<file path="src/rtl/buddy_page_allocator_assert.svh">
// Assertion macros for the buddy page allocator.
// Depends on nothing; included by buddy_page_allocator, the module that checks its own logic.
`ifndef BUDDY_PAGE_ALLOCATOR_ASSERT_SVH
`define BUDDY_PAGE_ALLOCATOR_ASSERT_SVH
`ifndef SYNTHESIS
`define BPA_ASSERT(lbl, clk, rst_n, prop, msg) \
  lbl: assert property (@(posedge clk) disable iff (!rst_n) prop) else $error(msg);
`define BPA_ASSERT_ALWAYS(lbl, clk, prop, msg) \
  lbl: assert property (@(posedge clk) prop) else $error(msg);
`else
`define BPA_ASSERT(lbl, clk, rst_n, prop, msg)
`define BPA_ASSERT_ALWAYS(lbl, clk, prop, msg)
`endif
`endif

</file>
<file path="src/rtl/bpa_pkg.sv">
// Shared types, constants and helpers of the buddy page allocator.
// Depends on nothing; used by every module of the block.
package bpa_pkg;

  localparam int NUM_ORDERS = 11;
  localparam int LIST_DEPTH = 64;
  localparam int PAGE_BITS  = 15;

  localparam int ORD_W     = $clog2(NUM_ORDERS);
  localparam int IDX_W     = $clog2(LIST_DEPTH);
  localparam int LEN_W     = $clog2(LIST_DEPTH + 1);
  localparam int MEM_DEPTH = NUM_ORDERS * LIST_DEPTH;
  localparam int ADDR_W    = $clog2(MEM_DEPTH);

  localparam int OPC_W        = 2;
  localparam int ORDER_W      = 4;
  localparam int PAGE_W       = 15;
  localparam int STATUS_W     = 2;
  localparam int CFG_IDX_W    = 1;
  localparam int CFG_DATA_W   = 6;
  localparam int INIT_ORD_W   = 4;
  localparam int INIT_CNT_W   = 6;

  localparam logic [INIT_ORD_W-1:0] INIT_ORDER_RST = 4'd10;
  localparam logic [INIT_CNT_W-1:0] INIT_COUNT_RST = 6'd22;

  typedef enum logic [OPC_W-1:0] {
    OP_INIT  = 2'd0,
    OP_ALLOC = 2'd1,
    OP_FREE  = 2'd2
  } opcode_e;

  typedef enum logic [STATUS_W-1:0] {
    ST_OK        = 2'd0,
    ST_NO_FREE   = 2'd1,
    ST_BAD_ORDER = 2'd2,
    ST_LIST_FULL = 2'd3
  } status_e;

  typedef enum logic [CFG_IDX_W-1:0] {
    CFG_INIT_ORDER = 1'd0,
    CFG_INIT_COUNT = 1'd1
  } cfg_idx_e;

  typedef struct packed {
    logic [OPC_W-1:0]   opcode;
    logic [ORDER_W-1:0] block_order;
    logic [PAGE_W-1:0]  block_page;
  } req_t;

  typedef struct packed {
    status_e            status;
    logic [PAGE_W-1:0]  result_page;
    logic [ORDER_W-1:0] result_order;
  } rsp_t;

  typedef enum logic [2:0] {
    LEN_HOLD,
    LEN_CLEAR,
    LEN_SET,
    LEN_INC,
    LEN_DEC
  } len_op_e;

  typedef struct packed {
    len_op_e          op;
    logic [ORD_W-1:0] idx;
    logic [LEN_W-1:0] val;
  } len_cmd_t;

  function automatic logic [ADDR_W-1:0] mem_addr(logic [ORD_W-1:0] o,
                                                 logic [IDX_W-1:0] idx);
    return ADDR_W'(ADDR_W'(o) * ADDR_W'(LIST_DEPTH) + ADDR_W'(idx));
  endfunction

  function automatic rsp_t mk_rsp(status_e st, logic [PAGE_BITS-1:0] pg,
                                  logic [ORDER_W-1:0] o);
    rsp_t r;
    r.status       = st;
    r.result_page  = (st == ST_OK) ? PAGE_W'(pg) : '0;
    r.result_order = (st == ST_OK) ? o : '0;
    return r;
  endfunction

endpackage

</file>
<file path="src/rtl/bpa_len_file.sv">
// Per-order free list length registers of the buddy page allocator.
// Depends on bpa_pkg for the command struct and the sizes.
module bpa_len_file (
  input  logic              clk_i,
  input  logic              rst_ni,
  input  bpa_pkg::len_cmd_t cmd_i,
  output logic [bpa_pkg::LEN_W-1:0] len_o
);

  logic [bpa_pkg::LEN_W-1:0] len_q [bpa_pkg::NUM_ORDERS];

  // The length of the list under work is read at the command index.
  assign len_o = len_q[cmd_i.idx];

  always_ff @(posedge clk_i or negedge rst_ni) begin
    if (!rst_ni) begin
      len_q <= '{default: '0};
    end else begin
      case (cmd_i.op)
        bpa_pkg::LEN_CLEAR: len_q <= '{default: '0};
        bpa_pkg::LEN_SET:   len_q[cmd_i.idx] <= cmd_i.val;
        bpa_pkg::LEN_INC:   len_q[cmd_i.idx] <= len_q[cmd_i.idx] + 1'b1;
        bpa_pkg::LEN_DEC:   len_q[cmd_i.idx] <= len_q[cmd_i.idx] - 1'b1;
        default: ;
      endcase
    end
  end

endmodule
</file>
<file path="config.mk">
export PLATFORM = sky130hd
export DESIGN_NAME = bpa_len_file
export DESIGN_NICKNAME = d
export VERILOG_FILES = /design/src/rtl/buddy_page_allocator_assert.svh /design/src/rtl/bpa_pkg.sv /design/src/rtl/bpa_len_file.sv
export SDC_FILE = /design/constraint.sdc
export NUM_CORES = 1
export LEC_CHECK = 0
export BUFFER_PORTS_ARGS = -buffer_cell sky130_fd_sc_hd__buf_4
export CORE_AREA = 5 5 106 108
export DETAILED_ROUTE_END_ITERATION = 10
export DIE_AREA = 0 0 111 113
export GPL_TIMING_DRIVEN = 0
export HOLD_SLACK_MARGIN = 0.12
export PLACE_DENSITY = 0.74
export SYNTH_ARGS = -nofsm -noshare
export SYNTH_HDL_FRONTEND = slang
export SYNTH_SLANG_ARGS = --single-unit
</file>
<file path="constraint.sdc">
create_clock -name clk_i -period 3.1 [get_ports clk_i]
set_clock_uncertainty 0.05 [all_clocks]
set_input_delay 0.31 -clock clk_i [delete_from_list [all_inputs] [get_ports clk_i]]
set_output_delay 0.31 -clock clk_i [all_outputs]
set_load 0.02 [all_outputs]
</file>
* Word level (Yosys, flattened, before mapping)
Cells that the tools add are included.
** Operators by class
- Muxes and demuxes :: 9
- $add $sub $neg :: 2
- Order comparisons :: 2
- Bitwise operators :: 1
- Div/mod/pow operators :: 0
- Shift-type cells :: 0
- Multiply operators :: 0
- Reductions and logical operators :: 2
- Equal/unequal tests :: 4
** Operators by type and width (count)
- one-hot mux 77 bit (4 select lines) :: 1
- bitwise mux 77 bit :: 3
- binary-select mux 7 bit (select 4 bit) :: 1
- demux 7 bit (select 4 bit) :: 1
- two-way mux 7 bit :: 3
- adder 7 x 1 -> 7 bit (second input constant) :: 1
- subtractor 7 x 1 -> 7 bit (second input constant) :: 1
- equality test 3 x 2 -> 1 bit (second input constant) :: 2
- greater-or-equal comparator 5 bit (second input constant) :: 1
- less-than comparator 5 x 1 -> 1 bit (second input constant) :: 1
- inverter 4 -> 5 bit :: 1
- nonzero test 4 bit :: 1
- equality test 3 x 1 -> 1 bit (second input constant) :: 1
- equality test 3 bit (second input constant) :: 1
- logical AND 1 bit :: 1
** Word-level totals
- Register bits after elaboration :: 77
- Memories kept :: 0
- Word-level logic and storage cells :: 31
- Bits in latches :: 0
- Bits in writable memories :: 0
- Output and inout bits :: 7
- ROM bits :: 0

* Depth between registers and ports, before layout
- Word-level depth :: 7
- Depth in mapped cells :: 14

* Worst setup path before layout
Ideal clock, no wire load.
- Path kind :: input-to-reg
- Start point :: input port cmd_i[8] (netlist name)
- End point :: register len_q[25] (netlist name)
- Path buffers :: 2
- Arrival :: 2948 ps
- Path slack :: -20 ps
- Stages on the path :: 13
- Cells stage by stage :: buf_6 buf_6 mux2_1 a222oi_1 nand3_1 inv_1 ha_1 inv_1 a2111oi_2 nor3b_2 a221oi_4 nor3_1 o221a_2
** Between the ends
- Word-level cells in the longest chain between the ends :: 7
- Elaborated cells between the ends (all ways) :: 15
- Classes of those cells :: add/sub: 2; order compare: 2; mux: 9; bitwise: 1; reduce/logical: 1
** RTL lines
- start: declaration :: line bpa_len_file.sv:6 : input bpa_pkg::len_cmd_t cmd_i,
- inverter 4 -> 5 bit *
- binary-select mux 7 bit (select 4 bit) *
- two-way mux 7 bit * (2 in a row)
- net len_o (one bit) :: line bpa_len_file.sv:7 : output logic [bpa_pkg::LEN_W-1:0] len_o
- subtractor 7 x 1 -> 7 bit or adder 7 x 1 -> 7 bit (tied branches) :: line bpa_len_file.sv:23, bpa_len_file.sv:22
- bitwise mux 77 bit, on equally long branches :: line bpa_len_file.sv:23, bpa_len_file.sv:22
- one-hot mux 77 bit (4 select lines) * :: line bpa_len_file.sv:19 : case (cmd_i.op)
- end signal: indexed assignment :: line bpa_len_file.sv:21 : bpa_pkg::LEN_SET: len_q[cmd_i.idx] <= cmd_i.val;
- end signal: indexed assignment :: line bpa_len_file.sv:22 : bpa_pkg::LEN_INC: len_q[cmd_i.idx] <= len_q[cmd_i.idx] + 1'b1;
- end signal: indexed assignment :: line bpa_len_file.sv:23 : bpa_pkg::LEN_DEC: len_q[cmd_i.idx] <= len_q[cmd_i.idx] - 1'b1;
- end: declaration :: line bpa_len_file.sv:10 : logic [bpa_pkg::LEN_W-1:0] len_q [bpa_pkg::NUM_ORDERS];
Mark *: on every way through the listed nets, which the timed path passes. The rest lies on a longest branch. The select of a mux whose other input is x is not followed.
A chain may end at the register's enable or synchronous reset.

* Worst setup path in the final report
- Start point :: register len_q[23] (netlist name)
- End point :: register len_q[19] (netlist name)
** Between the ends
- Word-level cells in the longest chain between the ends :: 6
- Elaborated cells between the ends (all ways) :: 8
- Classes of those cells :: add/sub: 2; mux: 6
** RTL lines (line)
- binary-select mux 7 bit (select 4 bit) * :: bpa_len_file.sv:22, bpa_len_file.sv:23
- two-way mux 7 bit (not written as such) * (2 in a row) :: bpa_len_file.sv:22, bpa_len_file.sv:23
- subtractor 7 x 1 -> 7 bit or adder 7 x 1 -> 7 bit (tied branches) :: bpa_len_file.sv:23, bpa_len_file.sv:22
- bitwise mux 77 bit, on equally long branches :: bpa_len_file.sv:23, bpa_len_file.sv:22
- one-hot mux 77 bit (4 select lines) * :: bpa_len_file.sv:19
Mark *: on every way between the ends. The rest lies on a longest branch, timed or not. The select of a mux whose other input is x is not followed.

==> metrics.txt <==
outcome finished clean; Max-slew headroom between 20% and 30%; GRT overflow 0; Clock Latency Late Sink between 300 and 400 ps; total number of vias between 5000 and 6000; Hold Crit Class primary input to flop; Reg2Reg Setup Slack between 90 and 100 ps; Fillers 863; CP max FO 10; Largest regs len_q x77; dpl hpwl around 14 mm; Critical Path Sink Type flop; Final setup viols 0; Initial Utilization a little over half; fin crit period between 3000 and 4000 ps; initial antenna violation count 0; # rows 37; worst slew pin tran 1145 ps; largest reg by FF count len_q; period utilization between 90% and 100%; nets@finish between 600 and 700; PwrDens about 410 nW/um^2; cell area after synthesis ~5400 sq um; number of port buffers 18; Avg Cell Area, Syn roughly 8.6 sq um; GRT Util Overall approximately 30%; Via density ~7; max-slew violation count 0; sequential element share of the synthesized area between 30% and 40%; Peak Freq roughly 0.33 GHz; root buf cell clkbuf_8; Yosys cell types 75; clock tree buffer depth 2; R2R Path End len_q[19]; Hold EP len_q[56]; hold path depth 5; Area growth syn-to-layout 13.35%; crit path from len_q[23]; share of layout cells above drive strength 1 approximately 17%; Iter 0 DRT Violations 900; IO Pins 23; asr flop ratio synth between 90% and 100%; Max VDD drop around 0.25 mV; top-count cell post-synth o21ai_0; # diodes 0; syn nets around 650; die area approximately 13000 sq um; Reg-to-Reg Start len_q[23]; Hold Vio Cnt, Final 0; maxcap violations 0; Pre-Repair DR Iteration Count 6; die height about 110 microns; flops & latches, synth a little under 80; pin count of the biggest net entering global routing 78; FF-to-FF path depth 10; Post-Synthesis Cells 629; Synth top area share between 30 and 40%; drt total wl roughly 19 mm; Post-synth EDFFs 0; core area approximately 10000 sq um; Critical Path RT roughly 3300 ps; DIE WIDTH roughly 110 microns; H-tree Lvls 3; CP Class flop to flop; routed len/inst approximately 24 microns; setup TNS 0 ps; global-route wire length before repair ~30 mm; Num CTS Buffers 9; Pwr Total ~0.0025 W; Synth area leader dfrtp_1; max reg flops 77; GPL Wtd Cong slightly below 1; most frequent cells after synthesis o21ai_0, dfrtp_1, nor2_1; crit path launch type flop; Arrival @ worst endpoint about 3200 ps; P_leak roughly 2.6 nW; dominant synthesized flop cell dfrtp_1; Worst-path clk slew approximately 90 ps; DRC Markers 0; top post-synthesis cells by area dfrtp_1, o21ai_0, a21oi_1, nor2_1, nand2_1; synth warn 0; CTS tree built; HP Start cmd_i[0]; vias in the first global route between 5000 and 6000; clk sink count just under 80; post-route ant nets 0
==> cells by family after synthesis <==
group | synth area share, %
muxes | 6.583
AOI/OAI and AO/OA | 32.45
and+or+nand+nor | 17.92
DFF | 35.70
xor gates and xnor gates | 1.298
adders and majority gates | 0.4635
buffers and inverters | 5.586
==> metal layers <==
layer	vias to the layer above	track usage [%]	wire, microns
li1	2462	-	-
met2	367	46.80	8508
met3	81	5.401	1958
met5	-	0	0
met4	0	15.68	964
met1	2672	40.78	7686
==> through the flow <==
step / hold WS [ps] / cell area, sq um / instances / worst slack, ps / util (%)
4_1_cts: 375.0 / 5953 / 805 / 3.896 / 58.72
6_report: 367.9 / 6118 / 812 / 94.30 / 60.35
3_5_place_dp: 413.7 / 5708 / 783 / -683.1 / 56.30
2_1_floorplan: -35.59 / 5403 / 629 / 59.94 / -
3_3_place_gp: 409.6 / 5708 / 783 / -621.3 / 56.30
5_1_grt: 428.3 / 6118 / 812 / -11.35 / 60.35
==> worst max-delay path by stage <==
stage,to,slack [ps],depth (start not counted)
6_report,len_q[19],90,10
5_1_grt,len_q[12],-10,10
4_1_cts,len_q[46],4,13
3_5_place_dp,len_q[74],-680,15
3_3_place_gp,len_q[67],-620,15
2_1_floorplan,len_q[25],60,13
==> timing repair <==
action / CTS / global route
pin swaps: 2 / 7
resized for setup: 3 / 31
hold endpoints to repair: 65 / 0
hold buffers: 1 / 0
setup endpoints to repair: 25 / 49
cloned: 0 / 0
setup buffers: 5 / 7
==> critical path, cell delays in order, from the launching register on <==
cell and delay, ps:
dfrtp_1 390, mux2_2 290, a222oi_1 430, and3_2 330, inv_4 100, nor4_4 320, a211oi_1 140, a31oi_2 230
buf_4 230, o2111ai_1 150, a22o_1 260
==> placed cells by master, fill, tap and decap left out, types with 9 or more instances in the layout <==
cell	count
a211oi_1	15
a22o_1	10
dfrtp_1	77
nor2_1	57
clkbuf_8	9
nand3_1	14
a31oi_1	12
inv_1	12
nor3_1	13
o21ai_0	73
nand2_1	55
buf_4	34
mux2i_1	13
a221o_1	16
clkbuf_1	36
a21oi_1	45
==> report_power, final <==
part	total, W	leakage, nW	internal (W)	switching [W]
combinational	0.000604	1.40	0.000208	0.000396
clock	0.000790	0.0923	0.000371	0.000419
sequential	0.00109	1.06	0.00105	0.0000344
==> final cells by class <==
type                    instances  area, sq um  share of cell area (%)
plain buffers                  52        252.7                   4.131
clock buffers                  10        127.6                   2.086
clock inverters                 6        63.81                   1.043
inverters                      15        58.81                  0.9611
multi-input cells             485         3283                   53.66
flip-flops and latches         77         1927                   31.49
well taps                     136        170.2                   2.781
repair buffers                 31        235.2                   3.845
Power figures use the tool's default switching activity.
